===== config.mk =====
export PLATFORM = sky130hd
export DESIGN_NAME = lz77d_front
export DESIGN_NICKNAME = d
export VERILOG_FILES = /design/src/rtl/core/lz77d_pkg.sv /design/src/rtl/core/lz77d_front.sv
export SDC_FILE = /design/constraint.sdc
export NUM_CORES = 1
export LEC_CHECK = 0
export BUFFER_PORTS_ARGS = -buffer_cell sky130_fd_sc_hd__buf_2
export CORE_MARGIN = 4
export CORE_UTILIZATION = 55
export DETAILED_ROUTE_END_ITERATION = 10
export PLACE_DENSITY = 0.75
export REMOVE_ABC_BUFFERS = 1
export SLEW_MARGIN = 20
export SYNTH_ARGS = -nofsm -noshare
export SYNTH_HDL_FRONTEND = slang
export SYNTH_SLANG_ARGS = --single-unit

===== constraint.sdc =====
create_clock -name i_clk -period 5.6 [get_ports i_clk]
set_input_delay 0.56 -clock i_clk [delete_from_list [all_inputs] [get_ports i_clk]]
set_output_delay 0.56 -clock i_clk [all_outputs]
set_load 0.02 [all_outputs]

===== src/rtl/core/lz77d_pkg.sv =====
// ============================================================================
// lz77d_pkg
// Shared types and constants of the LZ77 token stream decoder.
// ============================================================================
package lz77d_pkg;

    // Width of a literal or next byte
    localparam int SYM_BITS = 8;
    // Widest offset field the decoder supports
    localparam int OFF_MAX  = 16;
    // Width of a window run count and its ceiling
    localparam int RUN_W    = 4;
    localparam int RUN_CAP  = 15;

    // Decoded token handed from the bit parser to the output engine
    typedef struct packed {
        logic [OFF_MAX-1:0]  off;     // window position of the first copied byte
        logic [RUN_W-1:0]    n_win;   // window bytes to copy (already cut to the total)
        logic                sym_en;  // next byte follows the copy
        logic                done;    // this token finishes the stream
        logic [SYM_BITS-1:0] sym;     // literal or next byte
    } t_token;

endpackage


===== src/rtl/core/lz77d_front.sv =====
// ============================================================================
// lz77d_front
// Bit parser: takes compressed bytes, shifts their bits in MSB first, and
// turns each finished token into a queue entry. Tracks the remaining count.
// ============================================================================
module lz77d_front #(
    parameter int OFFSET_BITS = 12,
    parameter int LENGTH_BITS = 4
) (
    input  logic                    i_clk,
    input  logic                    i_rst_n,
    input  logic                    i_restart,
    input  logic [31:0]             i_total,
    input  logic                    i_valid,
    output logic                    o_ready,
    input  logic [7:0]              i_byte,
    output logic                    o_push,
    output lz77d_pkg::t_token       o_tok,
    input  logic                    i_full
);

    localparam int SB   = lz77d_pkg::SYM_BITS;
    localparam int TOKW = 1 + OFFSET_BITS + LENGTH_BITS + SB;
    localparam int LITW = 1 + SB;
    localparam int CW   = $clog2(TOKW + 1);

    logic                          r_busy;
    logic [7:0]                    r_byte;
    logic [2:0]                    r_bit_idx;
    logic [TOKW-1:0]               r_tok;
    logic [CW-1:0]                 r_cnt;
    logic                          r_flag;
    logic [31:0]                   r_remain;

    logic                          bit_in;
    logic [TOKW-1:0]               tok_ext;
    logic [CW-1:0]                 cnt_inc;
    logic                          flag_cur;
    logic [CW-1:0]                 need;
    logic                          complete;
    logic                          step;
    logic [LENGTH_BITS-1:0]        len_raw;
    logic [OFFSET_BITS-1:0]        off_raw;
    logic [lz77d_pkg::RUN_W-1:0]   len_sat;
    logic [lz77d_pkg::RUN_W-1:0]   len_eff;
    logic [lz77d_pkg::RUN_W:0]     run_n;
    logic                          tok_done;
    logic [31:0]                   remain_next;
    logic [31:0]                   rem_after;
    logic                          accept;

    // Next bit and token assembly
    always_comb begin
        bit_in   = r_byte[7];
        tok_ext  = {r_tok[TOKW-2:0], bit_in};
        cnt_inc  = r_cnt + 1'b1;
        flag_cur = (r_cnt == '0) ? bit_in : r_flag;
        need     = flag_cur ? CW'(TOKW) : CW'(LITW);
        complete = (cnt_inc == need);
        step     = r_busy && (!complete || !i_full);
    end

    // Token fields, run length cut to the cap and to the remaining count
    always_comb begin
        len_raw  = tok_ext[SB +: LENGTH_BITS];
        off_raw  = tok_ext[SB + LENGTH_BITS +: OFFSET_BITS];
        len_sat  = (32'(len_raw) > 32'(lz77d_pkg::RUN_CAP)) ?
                   lz77d_pkg::RUN_W'(lz77d_pkg::RUN_CAP) : lz77d_pkg::RUN_W'(len_raw);
        len_eff  = flag_cur ? len_sat : '0;
        run_n    = {1'b0, len_eff} + 1'b1;
        tok_done = (r_remain <= 32'(run_n));
        remain_next = tok_done ? 32'd0 : (r_remain - 32'(run_n));
        rem_after   = (step && complete) ? remain_next : r_remain;

        o_tok.off    = lz77d_pkg::OFF_MAX'(off_raw);
        o_tok.n_win  = (r_remain < 32'(len_eff)) ? r_remain[lz77d_pkg::RUN_W-1:0] : len_eff;
        o_tok.sym_en = (r_remain > 32'(len_eff));
        o_tok.done   = tok_done;
        o_tok.sym    = tok_ext[SB-1:0];
    end

    assign o_push  = step && complete;
    assign o_ready = !r_busy || (step && (r_bit_idx == 3'd7));
    assign accept  = i_valid && o_ready;

    // Parser state
    always_ff @(posedge i_clk) begin
        if (!i_rst_n) begin
            r_busy    <= 1'b0;
            r_bit_idx <= '0;
            r_tok     <= '0;
            r_cnt     <= '0;
            r_flag    <= 1'b0;
            r_remain  <= '0;
        end else if (i_restart) begin
            r_busy    <= 1'b0;
            r_bit_idx <= '0;
            r_tok     <= '0;
            r_cnt     <= '0;
            r_flag    <= 1'b0;
            r_remain  <= i_total;
        end else begin
            if (step) begin
                if (complete) begin
                    r_tok <= '0;
                    r_cnt <= '0;
                end else begin
                    r_tok  <= tok_ext;
                    r_cnt  <= cnt_inc;
                    r_flag <= flag_cur;
                end
                r_remain <= rem_after;
            end
            // new byte; dropped at once when the stream is finished
            if (accept) begin
                r_bit_idx <= '0;
                r_busy    <= (rem_after != 32'd0);
            end else if (step) begin
                r_bit_idx <= r_bit_idx + 1'b1;
                if ((r_bit_idx == 3'd7) || (complete && tok_done)) begin
                    r_busy <= 1'b0;
                end
            end
        end
    end

    // Byte shifter (payload)
    always_ff @(posedge i_clk) begin
        if (accept) begin
            r_byte <= i_byte;
        end else if (step) begin
            r_byte <= {r_byte[6:0], 1'b0};
        end
    end

endmodule


== Yosys cells after proc, flatten, opt, wreduce, memory -nomap -nowiden ==
Cells that the tools add are included.
W data, S select, Z words.
Cells by class
  reduce and logical (&&, ||, !) cells: 20
  magnitude comparators: 3
  multiplexer cells: 15
  eq/ne operators: 2
  bitwise gates (word level): 2
  add/sub/neg operators: 4
Operator list (number)
  $mux W32: 4
  $gt A32 B4 Y1: 1
  $le A32 B5 Y1: 1
  $lt A32 B4 Y1: 1
  $reduce_bool A32 Y1: 1
  $sub A32 B5 Y32: 1
  $mux W23: 1
  $mux W8: 2
  $mux W5: 2
  $mux W4: 2
  $reduce_bool A2 Y1: 3
  $add A4 B1 Y5 const B: 1
  $add A5 B1 Y5 const B: 1
  $eq A5 B5 Y1: 1
  $logic_and A1 B1 Y1: 5
  $logic_not A5 Y1: 1
  $mux W1: 4
  $reduce_and A2 Y1: 2
  $add A3 B1 Y3 const B: 1
  $eq A3 B3 Y1 const B: 1
  $logic_not A1 Y1: 3
  $logic_or A1 B1 Y1: 3
  $reduce_or A3 Y1: 1
  $not A1 Y1: 2
  $reduce_or A2 Y1: 1
Word-level totals
  word-level logic and storage cells: 53
  register bits: 73
  output and inout port bits: 32
  input bits: 45

== Logic depth before layout (Yosys ltp) ==
Gate-level depths: netlist of run 1.
  word-level depth: 12
  mapped depth: 20
  gate-level depth less buffers: 19

== Worst setup path before layout of run 1 ==
No wires, ideal clock.
  path kind: register to register
  from: register r_cnt[0]
  to: register r_busy
  buffers on the path: 0
  data required time: 5.472 ns
  setup time: 0.128 ns
  cell stages (with the launch flop): 20
  arrival: 4.189 ns
  path slack: 1.282 ns
  clock period less this slack: 4.318 ns
  cells stage by stage: dfxtp_1 -> inv_1 -> ha_1 -> nor4b_4 -> mux2_2 -> nand2_1 -> inv_1 -> ha_1 -> xnor2_1 -> ha_1 -> nor2b_1 -> o31a_1 -> o22ai_1 -> nand2_4 -> clkinv_4 -> nor2_2 -> mux2_4 -> or4_1 -> nor4_1 -> a21oi_1
Between the ends
  word-level cells in the longest chain between the ends: 12
  elaborated cells on any way between the ends: 25
  classes of those cells: add/sub (3); order compare (1); eq/ne (1); mux (6); reduce/logical (14)
Ends and longest elaborated chain
  start, declared: line lz77d_front.sv:31  | logic [CW-1:0] r_cnt;
  start signal, assigned: line lz77d_front.sv:109  | r_cnt <= cnt_inc;
  parallel branches: the longest is 12 deep, another holds $sub A32 B5 Y32
  end signal, assigned: line lz77d_front.sv:117  | r_busy <= (rem_after != 32'd0);
  end, declared: line lz77d_front.sv:27  | logic r_busy;
Parallel ways; which one is timed is not known.
A chain may end at the register's enable or synchronous reset.

== Worst setup path in the final report of run 1 ==
Same ends and word-level chain as after synthesis.

==> metrics.csv, run 1 <==
metric,value,unit
status,completed,
netlist_instances,538,
r2r.worst_path.cells,19,
cap_violations,0,
worst_ep_required_time,5.84,ns
synth_fa_ha_area_share,4.60,%
cts_buffers,9,
synth_edf_count,8,
grt_pass1_wl,18.7,mm
crit_type,reg -> reg,
htreeDepth,3,
synthXorXnorAreaFrac,1.75,%
arrival,5.15,ns
max_slew.worst_pin.slew,0.909,ns
postCtsHoldBufs,0,
whs_path_depth,2,
final_area,4920,um^2
std_cell_rows,32,
fin_crit,4.91,ns
ys_types,68,
yosys-top-cells-count,"66 x nor2_1, 65 x dfxtp_1, 43 x nand2_1",
die-area,9710,um^2
seq_area_frac_synth,34.2,%
io_pins,77,
tns,0,ns
placed_area,4740,um^2
end_kind,flip-flop,
hold_ws,0.420,ns
synth_most_common_cell,nor2_1,
cp-start-kind,flip-flop,
synth_simple_gate_area_share,24.7,%
synth.avg_cell_area,8.38,um^2
netlist.top_cell.by_area,dfxtp_1,
cts_resized,0,
antenna_found_initial,0,
final_hold_viol_count,0,
min_from,i_total[0],
gr-total-overflow,0,
die_y,98.6,um
wl_per_cell,16.5,um
hold_class,in -> reg,
ys_ff_latch,73,
grt_max_degree,34,
timing.final.crit_share,87.7,%
dp_cells,662,
final_core_util,62.7,%
cts_buffer_depth,2,
async_flop_share,0,%
rsz0062_at_grt,false,
setup_viol,0,
nFillCells,722,
ant_nets,0,
p_sw_share,31.2,%
dp_slack,0.718,ns
vias,3992,
yosysTopAreaCellShare,28.8,%
drv_slew,0,
p_total,1.16,mW
clockRootBuffer,clkbuf_8,
p_leak,2.14,nW
start_util,57.5,%
cts.sinks,73,
first_pass_iters,5,
synth_compound_area_share,19.8,%
nNetsFinal,632,
path_max_fanout,28,
hold_end,r_remain[0],
ir_worst_vdd,0.185,mV
die_w,98.6,um
post_cts_buffers,0,
viasPerCell,5.89,
p_sw,361,uW
routed_wl,11.2,mm
synthTopCellsByArea,"dfxtp_1 29%, nor2_1 5.5%, edfxtp_1 5.3%",
maxSlewHeadroom,39.2,%
p_comb_share,16.0,%
synth_top_family_by_area,simple AND/OR/NAND/NOR gates,
antennaDiodeCount,0,
syn-cell-area,4510,um^2
seqPwrFrac,49.7,%
ys_warn_count,0,
fmaxAchievable,204,MHz
area_delta_synth_final,9.07,%
r2r_start,r_cnt[0],
intPower,797,uW
p_per_area,235,nW/um^2
hpwlAfterDp,8.11,mm
portBuffers,72,
grt_pass1_vias,3857,
tritoncts,done,
drc,0,
r2r_slack,0.69,ns
finalClockSkew,0.00773,ns
first_iter_violations,405,
clkLatencyLatePin,0.36,ns
clkTransAtPathRegs,0.08,ns
final_cells,678,
fin_ws,0.690,ns
p_clk_share,34.3,%
grt_usage,23.5,%
worstReg2RegEnd,r_busy,
muxShareOfSynthArea,6.38,%
core_area,7850,um^2
final_layout_size_suffix_gt1_share,20.8,%
yosys_most_used_dff,dfxtp_1,
gp_congestion,0.929,
state kept, by name (all words and copies together), names as in the netlist:
register	count
r_bit_idx	3
r_flag	1
r_tok	23
r_cnt	5
r_byte	8
r_busy	1
r_remain	32
cell families after synthesis:
family,Yosys count
multiplexers,27
AO/OA/AOI/OAI,131
adder cells (fa/ha/maj),16
buffers and inverters,74
AND/OR/NAND/NOR,207
other,1
flip-flops,73
XOR/XNOR,9
placed cells by master, fill, tap and decap left out, types with 4 or more instances in the layout:
master     n
a22oi_1   24
or3_1      6
nand3_1   14
clkbuf_8   9
nor4_1    12
dfxtp_1   65
a21o_1     4
ha_1      15
and2_1     9
a21boi_0   4
o311ai_0   4
inv_1     16
nand4_1    6
buf_4      4
nand2b_1   6
o211a_1   12
a21oi_1   28
nand2_1   43
nand4b_1   4
xnor2_1    5
nor3_1    13
nor2_1    66
mux2_2    10
xor2_1     4
conb_1     4
edfxtp_1   8
a211oi_1   4
buf_2     72
o21ai_0   27
mux2i_1   16
critical path, cell delays in order (launching register included):
cell,delay [ns]
dfxtp_1,0.36
inv_1,0.11
ha_1,0.20
nor4b_4,0.25
mux2_2,0.43
nand2_1,0.14
inv_1,0.09
ha_1,0.22
xnor2_1,0.14
ha_1,0.34
nor2b_1,0.16
o31a_1,0.36
o22ai_1,0.43
nand2_4,0.14
clkinv_4,0.21
nor2_2,0.05
mux2_4,0.26
or4_1,0.54
nor4_1,0.27
a21oi_1,0.09
power by group through the flow:
| stage | combinational (mW) | sequential, mW | clock, mW |
|---|---|---|---|
| after CTS | 0.184 | 0.575 | 0.406 |
| final | 0.185 | 0.576 | 0.397 |
| after floorplan | 0.125 | 0.580 | 0 |
| after detailed placement | 0.183 | 0.587 | 0 |
| after global routing | 0.206 | 0.579 | 0.429 |
| after global placement | 0.180 | 0.586 | 0 |
worst max-delay path by stage:
stage | start | to | slack, ns | cells past startpoint
2_1_floorplan | r_cnt[0] | r_busy | 1.19 | 19
3_3_place_gp | r_cnt[0] | r_busy | 0.94 | 19
3_5_place_dp | r_cnt[0] | r_busy | 0.72 | 19
4_1_cts | r_cnt[0] | r_busy | 0.68 | 19
5_1_grt | r_cnt[0] | r_busy | 0.41 | 19
6_report | r_cnt[0] | r_busy | 0.69 | 19
area by class of cell:
type | instances | area (um^2) | share of cell area [%]
flip-flops and latches | 73 | 1540 | 31.3
well taps | 102 | 128 | 2.59
clock inverters | 7 | 60.1 | 1.22
multi-input cells | 394 | 2610 | 53.0
repair buffers | 76 | 390 | 7.93
inverters | 17 | 68.8 | 1.40
clock buffers | 9 | 124 | 2.52
layer usage:
metal | vias up | share of wire (%) | global-route usage [%]
li1 | 1999 | - | -
met1 | 1834 | 46 | 31.5
met2 | 141 | 47 | 38.5
met3 | 18 | 5.8 | 4.53
met4 | 0 | 1.5 | 6.72
met5 | - | 0 | 0
Power figures use the tool's default switching activity.
==> inputs of run 2 (changes only) <==
Settings changed: CELL_PAD_IN_SITES_DETAIL_PLACEMENT from default to 0, CELL_PAD_IN_SITES_GLOBAL_PLACEMENT from default to 1, CORE_UTILIZATION 55 to 42, CTS_CLUSTER_DIAMETER from default to 40, PLACE_DENSITY 0.75 to 0.77, RECOVER_POWER from default to 50.
==> run 2 against run 1 <==
  * Clock power rose by 12%
  * Maximum frequency fell by 1.1%
  * Core utilization fell by 15 points
  * Power rose by 4.2%
  * Critical path type unchanged
==> metrics.csv, run 2 (synthesis gave the netlist of run 1 again) <==
metric,value,unit,change
end_kind,flip-flop,,unchanged
r2r.worst_path.cells,19,,unchanged
rsz0062_at_grt,false,,unchanged
routed-wl-met3,586,um,was 649 um
status,completed,,unchanged
gp_congestion,0.898,,was 0.929
cp_top_family,simple AND/OR/NAND/NOR gates,,unchanged
whs_path_depth,2,,unchanged
grt_pass1_wl,19.5,mm,was 18.7 mm
area_delta_synth_final,9.93,%,was 9.07%
max_slew.worst_pin.slew,1.45,ns,was 0.909 ns
grt_max_degree,35,,was 34
regMostFlops,r_remain,,unchanged
crit_buf_inv,3,,unchanged
finalClockSkew,0.0129,ns,was 0.00773 ns
viasPerCell,5.53,,was 5.89
start_util,43.5,%,was 57.5%
crit_type,reg -> reg,,unchanged
antenna_found_initial,0,,unchanged
p_leak,2.06,nW,was 2.14 nW
maxSlewHeadroom,3.25,%,was 39.2%
std_cell_rows,37,,was 32
postCtsHoldBufs,0,,unchanged
io_pins,77,,unchanged
cp_cell_sequence,inv_1 > ha_1 > nor4b_4 > mux2_2 > nand2_1 > inv_1 > ha_1 > xnor2_1 > ha_1 > nor2b_1 > o31a_1 > o22ai_1 > nand2_4 > clkinv_4 > nor2_2 > mux2_4 > or4_1 > nor4_1 > a21oi_1,,unchanged
clkTransAtPathRegs,0.09,ns,was 0.08 ns
timing.final.crit_share,88.7,%,was 87.7%
layout_common_cells,"66 x nor2_1, 65 x dfxtp_1, 52 x buf_2, 43 x nand2_1, 28 x a21oi_1",,"was 72 x buf_2, 66 x nor2_1, 65 x dfxtp_1, 43 x nand2_1, 28 x a21oi_1"
die_y,112,um,was 98.6 um
first_pass_iters,5,,unchanged
drt-met1-wl,5.78,mm,was 5.15 mm
cts.sinks,73,,unchanged
routed_wl,11.8,mm,was 11.2 mm
cpPeakStageDelay,0.52,ns,was 0.54 ns
reg_top3,"r_remain (32), r_tok (23), r_byte (8)",,unchanged
fmaxAchievable,201,MHz,was 204 MHz
tns,0,ns,unchanged
setup_viol,0,,unchanged
final_hold_viol_count,0,,unchanged
multi_input_area,2600,um^2,was 2610 um^2
die_w,112,um,was 98.6 um
critPathSlowestCell,or4_1,,unchanged
post_cts_buffers,0,,unchanged
top_layer,met4,,unchanged
wl_per_cell,16.5,um,about the same
cts_buffers,9,,unchanged
p_per_area,243,nW/um^2,was 235 nW/um^2
antennaDiodeCount,0,,unchanged
final_layout_size_suffix_gt1_share,17.0,%,was 20.8%
grt_pass1_vias,3887,,was 3857
grt_usage,18.8,%,was 23.5%
worst_ep_required_time,5.83,ns,was 5.84 ns
hold_class,in -> reg,,unchanged
ir_worst_vdd,0.114,mV,was 0.185 mV
htreeDepth,3,,unchanged
hpwlAfterDp,8.53,mm,was 8.11 mm
cts_resized,0,,unchanged
largest_reg_flops,32,,unchanged
arrival,5.19,ns,was 5.15 ns
cp-start-kind,flip-flop,,unchanged
nFillCells,1071,,was 722
clkLatencyLatePin,0.36,ns,about the same
path_max_fanout,28,,unchanged
fin_crit,4.96,ns,was 4.91 ns
dr_wl_met2,5.20,mm,was 5.22 mm
portBuffers,72,,unchanged
first_iter_violations,256,,was 405
gr-total-overflow,0,,unchanged
cp_common_cell,ha_1,,unchanged
tritoncts,done,,unchanged
hold_ws,0.429,ns,was 0.420 ns
regArea,1540,um^2,unchanged
worst-path-stages,19,,unchanged
cap_violations,0,,unchanged
drc,0,,unchanged
die-area,12500,um^2,was 9710 um^2
layout_commonest_cell,nor2_1,,was buf_2
drv_slew,0,,unchanged
nNetsFinal,634,,was 632
core_area,10400,um^2,was 7850 um^2
vias,3950,,was 3992
ant_nets,0,,unchanged
clockRootBuffer,clkbuf_8,,unchanged
cts_buffer_depth,2,,unchanged
==> run 2: worst reg2reg max path, delay by kind of cell (launching register included) <==
kind                       cells  cell delay [ns]
buffers and inverters          3             0.42
muxes                          2             0.69
AOI/OAI and AO/OA              3             0.92
and+or+nand+nor                7             1.57
DFF                            1             0.37
adders and majority gates      3             0.74
xor gates and xnor gates       1             0.13
==> run 2: final cells by class <==
type                       count  share of cell area, %
multi-input combinational    394                   52.4
clock inverter                 5                   1.24
sequential                    73                   31.1
tap                          136                   3.43
inverter                      17                   1.39
timing repair buffer          78                   7.44
clock buffer                  11                   3.05
==> run 2: where the power goes <==
part | total [mW] | internal [mW] | leakage, nW | switching (mW)
logic | 0.184 | 0.0743 | 1.34 | 0.110
registers | 0.576 | 0.551 | 0.610 | 0.0244
clock network | 0.446 | 0.233 | 0.106 | 0.213
total | 1.21 | 0.859 | 2.06 | 0.348
==> run 2: metal layers <==
layer | vias up | global-route usage, %
li1 | 1996 | -
met1 | 1839 | 26.3
met2 | 101 | 29.5
met3 | 14 | 3.64
met4 | 0 | 5.43
met5 | - | 0
==> run 2: final timing paths <==
check                from            to  slack (ns)
max              r_cnt[0]        r_busy        0.64
max reg2reg      r_cnt[0]        r_busy        0.64
min           i_total[12]  r_remain[12]        0.43
min reg2reg  r_bit_idx[1]  r_bit_idx[1]        0.52
==> run 2: through the flow <==
stage | util (%) | total power, mW | worst slack, ns | cells | area (um^2)
6_report | 47.8 | 1.21 | 0.635 | 714 | 4960
5_1_grt | 47.8 | 1.27 | 0.250 | 714 | 4960
4_1_cts | 48.2 | 1.22 | 0.657 | 714 | 5000
3_5_place_dp | 46.2 | 0.772 | 0.691 | 698 | 4790
3_3_place_gp | 46.2 | 0.770 | 0.910 | 698 | 4790
2_1_floorplan | - | 0.705 | 1.19 | 484 | 4210
