### config.mk
export PLATFORM = sky130hd
export DESIGN_NAME = lz77d_tok_fifo
export DESIGN_NICKNAME = d
export VERILOG_FILES = /design/src/rtl/core/lz77d_pkg.sv /design/src/rtl/core/lz77d_tok_fifo.sv
export SDC_FILE = /design/constraint.sdc
export NUM_CORES = 1
export LEC_CHECK = 0
export BUFFER_PORTS_ARGS = -buffer_cell sky130_fd_sc_hd__buf_2
export CAP_MARGIN = 10
export CORE_MARGIN = 3
export CORE_UTILIZATION = 46
export CTS_CLUSTER_SIZE = 14
export DETAILED_ROUTE_END_ITERATION = 8
export PLACE_DENSITY = 0.85
export SLEW_MARGIN = 20
export SYNTH_ARGS = -nofsm -noshare
export SYNTH_HDL_FRONTEND = slang
export SYNTH_SLANG_ARGS = --single-unit
### constraint.sdc
create_clock -name i_clk -period 1.9 [get_ports i_clk]
set_input_delay 0.38 -clock i_clk [delete_from_list [all_inputs] [get_ports i_clk]]
set_output_delay 0.38 -clock i_clk [all_outputs]
set_load 0.01 [all_outputs]
### src/rtl/core/lz77d_pkg.sv
// ============================================================================
// lz77d_pkg
// Shared types and constants of the LZ77 token stream decoder.
// ============================================================================
package lz77d_pkg;

    // Width of a literal or next byte
    localparam int SYM_BITS = 8;
    // Widest offset field the decoder supports
    localparam int OFF_MAX  = 16;
    // Width of a window run count and its ceiling
    localparam int RUN_W    = 4;
    localparam int RUN_CAP  = 15;

    // Decoded token handed from the bit parser to the output engine
    typedef struct packed {
        logic [OFF_MAX-1:0]  off;     // window position of the first copied byte
        logic [RUN_W-1:0]    n_win;   // window bytes to copy (already cut to the total)
        logic                sym_en;  // next byte follows the copy
        logic                done;    // this token finishes the stream
        logic [SYM_BITS-1:0] sym;     // literal or next byte
    } t_token;

endpackage

### src/rtl/core/lz77d_tok_fifo.sv
// ============================================================================
// lz77d_tok_fifo
// Small token queue between the bit parser and the output engine.
// ============================================================================
module lz77d_tok_fifo #(
    parameter int DEPTH = 2
) (
    input  logic              i_clk,
    input  logic              i_rst_n,
    input  logic              i_flush,
    input  logic              i_push,
    input  lz77d_pkg::t_token i_data,
    output logic              o_full,
    input  logic              i_pop,
    output logic              o_empty,
    output lz77d_pkg::t_token o_data
);

    localparam int PW = (DEPTH > 1) ? $clog2(DEPTH) : 1;
    localparam int CW = $clog2(DEPTH + 1);

    lz77d_pkg::t_token r_mem [DEPTH];
    logic [PW-1:0]     r_wp;
    logic [PW-1:0]     r_rp;
    logic [CW-1:0]     r_cnt;

    logic              do_push;
    logic              do_pop;

    assign o_full  = (r_cnt == CW'(DEPTH));
    assign o_empty = (r_cnt == '0);
    assign o_data  = r_mem[r_rp];
    assign do_push = i_push && !o_full;
    assign do_pop  = i_pop && !o_empty;

    // Pointers and fill count
    always_ff @(posedge i_clk) begin
        if (!i_rst_n || i_flush) begin
            r_wp  <= '0;
            r_rp  <= '0;
            r_cnt <= '0;
        end else begin
            if (do_push) begin
                r_wp <= (r_wp == PW'(DEPTH - 1)) ? '0 : r_wp + 1'b1;
            end
            if (do_pop) begin
                r_rp <= (r_rp == PW'(DEPTH - 1)) ? '0 : r_rp + 1'b1;
            end
            case ({do_push, do_pop})
                2'b10:   r_cnt <= r_cnt + 1'b1;
                2'b01:   r_cnt <= r_cnt - 1'b1;
                default: r_cnt <= r_cnt;
            endcase
        end
    end

    // Entry storage
    always_ff @(posedge i_clk) begin
        if (do_push) begin
            r_mem[r_wp] <= i_data;
        end
    end

endmodule

# Word-level counts from Yosys, hierarchy flattened
# Memories as Yosys holds them, arrays and structs flattened. A register that Yosys moved wholly into a read port is not among the register bits.
# Index checks and enable logic that the tools add are counted.
# totals
ff_bits,4
latchBits,0
ram_bits,60
romBits,0
inputBits,35
out_inout_bits,32
mem_count,1
# classes
addsub,4
mul,0
n_div,0
n_lt_le_gt_ge,0
eq_ne,3
n_shift,0
n_mux,7
bitwise_logic,0
reduce_logical,8
# memory_table
memory,words,word_bits,read_ports,rd_ports_with_merged_regs,write_ports,line_no,text
r_mem,2,30,1,1,1,lz77d_tok_fifo.sv:22,lz77d_pkg::t_token r_mem [DEPTH];
# op_table
cell,count
1-bit 2-to-1 mux,6
2-bit equality test (second input constant),2
2-bit case mux with 2 select lines,1
1-bit logical NOT,3
1-bit adder (second input constant),2
2-bit by 1-bit adder with 2-bit output (second input constant),1
2-bit by 1-bit equality test with 1-bit output (second input constant),1
1-bit logical AND,2
2-bit logical NOT,1
2-bit nonzero test,1
2-bit by 1-bit subtractor with 2-bit output (second input constant),1
1-bit logical OR,1

# Logic depth before layout (Yosys ltp)
# Gate-level depths: netlist of run 1.
# logic_depth
word_depth,5
mapped_depth,6
mapped_depth_nobuf,6

# Worst setup path after synthesis of run 1
# OpenSTA, ideal clock, no wires.
# synth_path
path_kind,register -> register
start,register r_cnt[0]
end,"memory r_mem[0][0] (netlist name), enable pin"
t_arrival_ns,1.521
t_required_ns,1.515
path_slack_ns,-0.005
path_stages_with_launch,5
path_buffers,0
synth_period_minus_slack_ns,1.905
cell_sequence,dfxtp_1 -> nand2b_2 -> inv_2 -> or3_1 -> inv_1
# synth_via
elab_chain_cells,5
# synth_rtl
item,line_no,text
start: declaration,lz77d_tok_fifo.sv:25,logic [CW-1:0] r_cnt;
start signal: assignment,lz77d_tok_fifo.sv:50,2'b10: r_cnt <= r_cnt + 1'b1;
start signal: assignment,lz77d_tok_fifo.sv:51,2'b01: r_cnt <= r_cnt - 1'b1;
start signal: assignment,lz77d_tok_fifo.sv:52,default: r_cnt <= r_cnt;
2-bit equality test,lz77d_tok_fifo.sv:30,assign o_full = (r_cnt == CW'(DEPTH));
via o_full,lz77d_tok_fifo.sv:13,"output logic o_full,"
1-bit logical NOT,lz77d_tok_fifo.sv:33,assign do_push = i_push && !o_full;
1-bit logical AND,lz77d_tok_fifo.sv:33,
1-bit 2-to-1 mux,lz77d_tok_fifo.sv:59,if (do_push) begin
1-bit 2-to-1 mux (not written as such),lz77d_tok_fifo.sv:60,r_mem[r_wp] <= i_data;
end: declaration,lz77d_tok_fifo.sv:22,
# The timed path passes the listed nets, and every way through them passes these cells.

==> impl_metrics.py, run 1 <==
metrics = {
    "drt": {
        "num_vias": 1283,
        "drt-wirelength-per-cell_um": 14.6,
        "drc": 0,
        "via_per_inst": 4.72,
        "drt_iter0_markers": 44,
        "drtAntennaViolNets": 0,
        "firstDrtPassIters": 4,
        "drt_wl_total_mm": 3.97,
    },
    "setup_path": {
        "rr_startpoint": "r_cnt[0]$_SDFFE_PP0P_",
        "rrSetupSlack_ns": 0.24,
        "crit_path_start_kind": "register",
        "cpLargestDelayFamily": "buffers and inverters",
        "rr_worst_depth": 5,
        "end_kind": "output pin",
        "cpMaxStageDelayCell": "mux2_2",
        "slowest_delay_ns": 0.37,
        "cp_max_fo": 18,
        "reg2reg_to": "r_mem[0][17]$_DFFE_PP_",
        "cp.required_ns": 1.52,
        "cp_cell_sequence": "buf_4 > mux2_2 > buf_2",
        "path_buf_inv": 2,
        "worst-endpoint-arrival_ns": 1.42,
        "crit_type": "register to output pin",
    },
    "cts": {
        "clk_latency_ns": 0.32,
        "hold_buffers": 0,
        "root_buffer": "clkbuf_8",
        "cts_tree": "yes",
        "clock_path_buffers": 2,
        "htreeDepth": 3,
        "post_cts_buffers": 0,
        "cts.clk_slew.worst_paths_ns": 0.07,
        "clock_sinks": 65,
        "cts_inserted_buffers": 9,
        "cts_resized": 0,
    },
    "floorplanning": {
        "die_x_um": 78,
        "die-area_um2": 6080,
        "die-height_um": 78,
        "core_area_um2": 4880,
        "io_pins": 67,
        "start_util_pct": 48.9,
        "std_cell_rows": 25,
    },
    "sta": {
        "hold_viol_final": 0,
        "fin_worst_skew_ns": 0.00669,
        "finalSetupViolCount": 0,
        "rsz0062_at_grt": "no",
        "worst_slew_pin_slew_ns": 0.247,
        "fmax_mhz": 556,
        "fin_crit_sh_pct": 94.7,
        "finalCriticalPeriod_ns": 1.80,
        "max-slew-margin-rel_pct": 83.5,
        "slew_violations": 0,
        "tns_ns": 0,
    },
    "global_route": {
        "met1_usage_pct": 16.8,
        "antenna_found_initial": 0,
        "overflow": 0,
        "grt.met2_usage_pct": 23.2,
        "grt_pass1_vias": 1367,
        "gr-max-usage-layer": "met2",
        "grtUsageTotal_pct": 14.2,
        "grt_pass1_wl_mm": 6.44,
        "grt_max_degree": 19,
        "use_met3_pct": 4.52,
    },
    "placement": {
        "dpl_cell_area_um2": 2830,
        "gp_congestion": 0.707,
        "dp_hpwl_mm": 2.72,
        "io_buffers": 66,
    },
    "finish": {
        "nFillCells": 356,
        "design_area_um2": 3020,
        "nets": 236,
        "layout-drive-gt1-share_pct": 57.6,
        "num_antenna_cells": 0,
        "area_delta_synth_final_pct": 26.5,
    },
    "synth": {
        "ys.flop_type": "edfxtp_1",
        "synth_area_leader_cell": "edfxtp_1",
        "synth_top_area_share_pct": 75.6,
        "synth_adder_area_share_pct": 0.525,
        "postSynthCellCount": 120,
        "synth_warnings": 0,
        "synth_edf_count": 60,
        "synth-seq-cells": 65,
        "synth_top_family_by_area": "multiplexers",
        "synth_compound_area_share_pct": 1.15,
        "synth.distinct_cells": 18,
        "synth_mux_area_share_pct": 14.2,
        "yosysSeqAreaShare_pct": 79.7,
        "syn_nets": 156,
        "async_flop_share_pct": 0,
        "syn_area_um2": 2380,
        "synth-xor-area-share_pct": 1.10,
        "syn_area_per_cell_um2": 19.9,
        "synthTopCellsByCount": "edfxtp_1, mux2_2, dfxtp_1, nor2_1, buf_2",
        "yosys.area_share.simple_pct": 2.20,
        "yosysMostFrequentCell": "edfxtp_1",
        "yosys-top-cells-area": "edfxtp_1, mux2_2, dfxtp_1",
    },
    "power_and_ir_drop": {
        "power_density_nw_per_um2": 979,
        "peakVddDrop_v": 0.000668,
        "cellLeakagePower_nw": 1.15,
    },
    "min_path": {
        "hold_path_depth": 1,
        "whs_endpoint": "r_mem[1][9]$_DFFE_PP_",
        "hp-class": "input pin to register",
        "min-delay-start": "i_data[9]",
    },
    "job": {
        "maxCapViolCount": 0,
    },
    "outcome": {
        "outcome": "complete, no violations",
    },
}
-- cell usage in the layout (no fill, tap or decap), drive strengths merged --
cell type and instances:
o21ai 2, xnor2 2, clkbuf 9, edfxtp 60, inv 2, clkinv 4
buf 72, clkinvlp 3, dfxtp 5, nor2 4, nand2 1, ha 1
xor2 1, a21oi 2, bufinv 1, or3 2, mux2 30, and3 1
nand2b 2, o21a 1
-- metrics by stage --
stage	cells	power, mW	setup slack, ns	hold slack (ns)	utilization, %
global placement	256	1.91	0.302	0.485	58.1
detailed placement	256	1.92	0.249	0.492	58.1
CTS	272	2.99	0.0777	0.220	61.8
floorplan	120	1.80	0.167	0.458	-
finish	272	2.95	0.102	0.239	61.8
global route	272	3.08	0.0313	0.225	61.8
-- cells by family (layout without fill, tap and decap cells) --
kind of cell | count (synthesis) | after routing
flops | 65 | 65
xor+xnor | 3 | 3
fa+ha+maj | 1 | 1
buf+inv | 6 | 91
mux | 30 | 30
compound gates | 5 | 5
simple gates | 10 | 10
-- cell type report --
| class | count | area (um2) | area share [%] |
|---|---|---|---|
| sequential | 65 | 1900 | 63.0 |
| multi-input combinational | 49 | 457 | 15.1 |
| timing repair buffer | 72 | 375 | 12.4 |
| clock buffer | 9 | 124 | 4.10 |
| tap | 67 | 83.8 | 2.78 |
| clock inverter | 7 | 61.3 | 2.03 |
| inverter | 3 | 15.0 | 0.498 |
-- how the worst max path moves through the flow --
stage	start	endpoint	slack, ns	cells after the start
floorplan	r_cnt[0]$_SDFFE_PP0P_	r_mem[1][0]$_DFFE_PP_	0.17	2
global placement	r_cnt[0]$_SDFFE_PP0P_	r_mem[0][22]$_DFFE_PP_	0.30	5
detailed placement	r_cnt[0]$_SDFFE_PP0P_	r_mem[0][0]$_DFFE_PP_	0.25	5
CTS	register	o_data[19]	0.08	3
global route	register	o_data[23]	0.03	3
finish	register	o_data[27]	0.10	3
-- worst reg2reg max path, cell delays in order (launching register included) --
cell and delay, ns:
dfxtp_1 0.41, nand2b_2 0.18, inv_2 0.04, or3_1 0.36, clkinvlp_4 0.09, buf_4 0.25
-- registers in the layout, summed over array words and instances (netlist names), named ones only --
signal	count
r_wp	1
r_mem	60
r_cnt	2
r_rp	1
-- per-layer routing --
metal  vias up  share of wire [%]
li1        621                  -
met1       607                 42
met2        49                 50
met3         6                6.6
met4         0                1.6
met5         -                  0
-- report_power, final --
| part | internal (mW) | leakage [nW] | switching, mW |
|---|---|---|---|
| logic | 0.113 | 0.456 | 0.119 |
| clock network | 0.589 | 0.0877 | 0.484 |
| registers | 1.63 | 0.603 | 0.0168 |
| total | 2.34 | 1.15 | 0.619 |
(Power assumes the default switching activity.)
==> inputs of run 2 (changes only) <==
--- a/config.mk
+++ b/config.mk
@@ -8,10 +8,10 @@
 export BUFFER_PORTS_ARGS = -buffer_cell sky130_fd_sc_hd__buf_2
 export CAP_MARGIN = 10
 export CORE_MARGIN = 3
-export CORE_UTILIZATION = 46
+export CORE_UTILIZATION = 50
 export CTS_CLUSTER_SIZE = 14
 export DETAILED_ROUTE_END_ITERATION = 8
-export PLACE_DENSITY = 0.85
+export PLACE_DENSITY = 0.87
 export SLEW_MARGIN = 20
 export SYNTH_ARGS = -nofsm -noshare
 export SYNTH_HDL_FRONTEND = slang
==> constraint.sdc (replaced) <==
create_clock -name i_clk -period 1.8 [get_ports i_clk]
set_input_delay 0.36 -clock i_clk [delete_from_list [all_inputs] [get_ports i_clk]]
set_output_delay 0.36 -clock i_clk [all_outputs]
set_load 0.05 [all_outputs]
==> impl_metrics.py, run 2 (synthesized netlist as in run 1, its figures left out) <==
metrics = {
    "floorplanning": {
        "die-area_um2": 5630,
        "core_area_um2": 4470,
        "std_cell_rows": 24,
        "start_util_pct": 53.3,
        "die-height_um": 75.1,
        "die_x_um": 75.1,
        "io_pins": 67,
    },
    "setup_path": {
        "crit_path_start_kind": "register",
        "cp.required_ns": 1.44,
        "crit_type": "register to output pin",
        "cpMaxStageDelayCell": "dfxtp_4",
        "cp_cell_sequence": "buf_12 > mux2_2 > buf_4",
        "rr_startpoint": "r_cnt[0]$_SDFFE_PP0P_",
        "rr_worst_depth": 5,
        "worst-endpoint-arrival_ns": 1.38,
        "reg2reg_to": "r_mem[0][15]$_DFFE_PP_",
        "end_kind": "output pin",
        "slowest_delay_ns": 0.39,
        "cp_max_fo": 12,
        "rrSetupSlack_ns": 0.22,
    },
    "finish": {
        "reg_top3": "r_mem x60, r_cnt x2",
        "regMostFlops": "r_mem",
        "largest_register_ffs": 60,
        "nFillCells": 280,
        "mostFrequentLayoutCell": "edfxtp_1",
        "num_antenna_cells": 0,
        "layout-drive-gt1-share_pct": 58.0,
        "design_area_um2": 3200,
        "area_delta_synth_final_pct": 34.2,
        "layout_common_cells": "edfxtp_1, buf_2, mux2_2",
        "nets": 237,
    },
    "drt": {
        "drt_iter0_markers": 56,
        "via_per_inst": 5.01,
        "drtAntennaViolNets": 0,
        "drt_wl_total_mm": 4.25,
        "drt-wirelength-per-cell_um": 16.5,
        "drc": 0,
        "num_vias": 1288,
        "firstDrtPassIters": 4,
    },
    "placement": {
        "io_buffers": 66,
        "gp_congestion": 0.722,
        "dp_hpwl_mm": 2.77,
        "dpl_cell_area_um2": 2840,
    },
    "outcome": {
        "outcome": "complete, no violations",
    },
    "power_and_ir_drop": {
        "power_density_nw_per_um2": 1040,
        "cellLeakagePower_nw": 1.22,
        "peakVddDrop_v": 0.000676,
        "total_power_mw": 3.32,
    },
    "cts": {
        "cts.clk_slew.worst_paths_ns": 0.07,
        "clk_latency_ns": 0.32,
        "htreeDepth": 3,
        "cts_inserted_buffers": 9,
        "root_buffer": "clkbuf_8",
        "hold_buffers": 0,
        "clock_path_buffers": 2,
        "clock_sinks": 65,
        "cts_tree": "yes",
    },
    "min_path": {
        "whs_endpoint": "r_mem[1][14]$_DFFE_PP_",
        "min-delay-start": "i_data[14]",
        "hold_path_depth": 1,
        "hp-class": "input pin to register",
    },
    "sta": {
        "tns_ns": 0,
        "fmax_mhz": 574,
        "max-slew-margin-rel_pct": 82.9,
        "worst_slew_pin_slew_ns": 0.258,
        "finalCriticalPeriod_ns": 1.74,
        "finalSetupViolCount": 0,
        "fin_crit_sh_pct": 96.9,
        "fin_worst_skew_ns": 0.00740,
        "hold_viol_final": 0,
        "slew_violations": 0,
    },
    "job": {
        "maxCapViolCount": 0,
    },
    "global_route": {
        "overflow": 0,
        "grt_max_degree": 24,
        "grt_pass1_wl_mm": 6.29,
        "grtUsageTotal_pct": 16.1,
        "grt_pass1_vias": 1345,
        "antenna_found_initial": 0,
    },
}
run 2: worst max-delay path, delay by kind of cell, from the launching register on:
family | cells | cell delay [ns]
buf+inv | 2 | 0.34
mux | 1 | 0.34
flops | 1 | 0.39
run 2: power by group:
part | switching, mW | leakage, nW | internal, mW | total (mW)
clock network | 0.482 | 0.0910 | 0.618 | 1.10
registers | 0.0185 | 0.604 | 1.72 | 1.74
logic | 0.296 | 0.526 | 0.178 | 0.474
run 2: layout make-up:
type                    count  area, um2  area share, %
multi-input cells          49        457           14.3
clock buffers              10        128           3.99
clock inverters             5       47.5           1.49
repair buffers             73        582           18.2
well taps                  52       65.1           2.03
flip-flops and latches     65       1910           59.6
inverters                   3       15.0          0.469
run 2: layer usage:
| layer | routed length, um | global-route usage [%] |
|---|---|---|
| met1 | 1780 | 18.0 |
| met2 | 2190 | 27.0 |
| met3 | 250 | 6.14 |
| met4 | 36 | 7.71 |
| met5 | 0 | 0 |
run 2: through the flow:
step           hold slack, ns  cells  utilization (%)  worst slack (ns)
4_1_cts                 0.209    257             69.7          0.000674
5_1_grt                 0.200    257             71.5         -0.000126
3_3_place_gp            0.480    241             63.5             0.265
6_report                0.227    257             71.5            0.0564
3_5_place_dp            0.488    241             63.5             0.233
2_1_floorplan           0.458    120                -            0.0481
run 2: worst max-delay path by stage:
stage	cells past startpoint	slack, ns	endpoint	startpoint
detailed placement	5	0.23	r_mem[0][12]$_DFFE_PP_	r_cnt[0]$_SDFFE_PP0P_
global placement	5	0.27	r_mem[0][15]$_DFFE_PP_	r_cnt[0]$_SDFFE_PP0P_
finish	3	0.06	o_data[26]	register
CTS	3	0.0007	o_data[11]	register
global route	3	-0.0001	o_data[18]	register
floorplan	4	0.05	r_mem[0][0]$_DFFE_PP_	r_cnt[0]$_SDFFE_PP0P_
run 2: repair_timing:
item / in CTS / in global routing
endpoints found under the setup margin: 26 / 18
setup buffers: 0 / 0
pin swaps: 0 / 0
resized for setup: 27 / 45
hold endpoints to repair: 0 / 0
gates cloned: 1 / 0
==> inputs of run 3 (changes only) <==
--- a/config.mk
+++ b/config.mk
@@ -8,10 +8,10 @@
 export BUFFER_PORTS_ARGS = -buffer_cell sky130_fd_sc_hd__buf_2
 export CAP_MARGIN = 10
 export CORE_MARGIN = 3
-export CORE_UTILIZATION = 50
+export CORE_UTILIZATION = 30
 export CTS_CLUSTER_SIZE = 14
 export DETAILED_ROUTE_END_ITERATION = 8
-export PLACE_DENSITY = 0.87
+export PLACE_DENSITY = 0.61
 export SLEW_MARGIN = 20
 export SYNTH_ARGS = -nofsm -noshare
 export SYNTH_HDL_FRONTEND = slang
==> impl_metrics.py, run 3 (synthesized netlist as in run 1, its figures left out) <==
metrics = {
    "outcome": {
        "outcome": "complete, no violations",
    },
    "sta": {
        "fmax_mhz": 570,
        "hold-worst-slack_ns": 0.216,
        "finalSetupViolCount": 0,
        "finalCriticalPeriod_ns": 1.76,
        "worst_slew_pin_slew_ns": 0.253,
        "rsz0062_at_grt": "yes",
        "max-slew-margin-rel_pct": 83.2,
        "slew_violations": 0,
        "hold_viol_final": 0,
        "fin_crit_sh_pct": 97.5,
        "fin_worst_skew_ns": 0.00731,
    },
    "setup_path": {
        "cp.required_ns": 1.44,
        "path_buf_inv": 2,
        "rr_startpoint": "r_cnt[0]$_SDFFE_PP0P_",
        "cpMaxStageDelayCell": "dfxtp_4",
        "end_kind": "output pin",
        "cp_cell_sequence": "buf_12 > mux2_2 > buf_6",
        "rrSetupSlack_ns": 0.20,
        "slowest_delay_ns": 0.39,
        "cp_max_fo": 15,
        "cpLargestDelayFamily": "flip-flops",
        "crit_type": "register to output pin",
        "rr_worst_depth": 5,
        "reg2reg_to": "r_mem[0][1]$_DFFE_PP_",
        "worst-endpoint-arrival_ns": 1.40,
        "crit_path_start_kind": "register",
    },
    "floorplanning": {
        "core_area_um2": 7490,
        "std_cell_rows": 31,
        "io_pins": 67,
        "start_util_pct": 31.9,
        "die-height_um": 95.2,
        "die-area_um2": 9060,
        "die_x_um": 95.2,
    },
    "placement": {
        "dp_hpwl_mm": 2.77,
        "gp_congestion": 0.670,
        "io_buffers": 66,
    },
    "drt": {
        "via_per_inst": 4.29,
        "drtAntennaViolNets": 0,
        "drt-wirelength-per-cell_um": 14.6,
        "firstDrtPassIters": 5,
        "drt_iter0_markers": 31,
        "drc": 0,
        "drt_wl_total_mm": 4.41,
        "num_vias": 1297,
    },
    "job": {
        "maxCapViolCount": 0,
    },
    "min_path": {
        "hold_path_depth": 1,
        "min-delay-start": "i_data[28]",
        "hp-class": "input pin to register",
        "whs_endpoint": "r_mem[1][28]$_DFFE_PP_",
    },
    "cts": {
        "cts.clk_slew.worst_paths_ns": 0.07,
        "clk_latency_ns": 0.33,
        "clock_sinks": 65,
        "clock_path_buffers": 2,
        "root_buffer": "clkbuf_8",
        "cts_tree": "yes",
        "cts_inserted_buffers": 9,
        "post_cts_buffers": 0,
        "htreeDepth": 3,
    },
    "finish": {
        "nFillCells": 692,
        "mostFrequentLayoutCell": "edfxtp_1",
        "layout_common_cells": "edfxtp_1, buf_2, buf_6",
        "num_antenna_cells": 0,
        "layout-drive-gt1-share_pct": 58.1,
        "area_delta_synth_final_pct": 38.2,
        "reg_top3": "r_mem x60, r_cnt x2",
        "final_core_util_pct": 44.0,
        "regMostFlops": "r_mem",
        "largest_register_ffs": 60,
        "nets": 234,
    },
    "power_and_ir_drop": {
        "power_density_nw_per_um2": 1020,
        "cellLeakagePower_nw": 1.22,
        "peakVddDrop_v": 0.000315,
    },
    "global_route": {
        "grt_pass1_vias": 1348,
        "grtUsageTotal_pct": 10.4,
        "antenna_found_initial": 0,
        "grt_max_degree": 31,
        "grt_pass1_wl_mm": 6.71,
        "overflow": 0,
    },
}
==> run 3: layout make-up <==
type	instances	area [um2]	area share [%]
clock buffer	10	128	3.87
clock inverter	6	58.8	1.78
multi-input combinational	49	460	14.0
tap	99	124	3.76
timing repair buffer	70	606	18.4
inverter	3	15.0	0.455
sequential	65	1910	57.8
==> run 3: metal layers <==
metal / GRT usage, % / routed length [um] / vias up
met2: 16.4 / 2200 / 42
met3: 4.03 / 321 / 5
met1: 12.0 / 1830 / 635
met4: 6.13 / 61 / 0
met5: 0 / 0 / -
li1: - / - / 615
==> run 3: power breakdown <==
group	switching, mW	total [mW]	leakage, nW	internal (mW)
Sequential	0.0175	1.74	0.604	1.72
Combinational	0.299	0.486	0.528	0.187
Clock	0.523	1.15	0.0897	0.630
Total	0.839	3.38	1.22	2.54
==> run 3: worst max-delay path by stage <==
stage                                startpoint                      to  slack, ns  cells after the start
after floorplan           r_cnt[0]$_SDFFE_PP0P_   r_mem[0][0]$_DFFE_PP_       0.05                      4
after global placement    r_cnt[0]$_SDFFE_PP0P_  r_mem[0][17]$_DFFE_PP_       0.23                      5
after CTS                              register               o_data[7]     0.0006                      3
after detailed placement  r_cnt[0]$_SDFFE_PP0P_   r_mem[0][4]$_DFFE_PP_       0.19                      5
after global routing                   register               o_data[0]      -0.01                      3
final                                  register              o_data[10]       0.04                      3
==> run 3: stage by stage <==
step,instance area [um2],std cells,TNS [ns],setup WS [ns],power (mW)
floorplan,2390,120,0,0.0481,2.06
global placement,2890,285,0,0.227,2.19
detailed placement,2890,285,0,0.187,2.19
CTS,3280,302,0,0.000602,3.42
global route,3300,302,-0.0664,-0.00978,3.52
finish,3300,302,0,0.0449,3.38
==> run 3: what timing repair did <==
action	CTS	global route
endpoints found under the setup margin	30	13
gates resized for setup	59	5
cloned	1	0
hold buffers	0	0
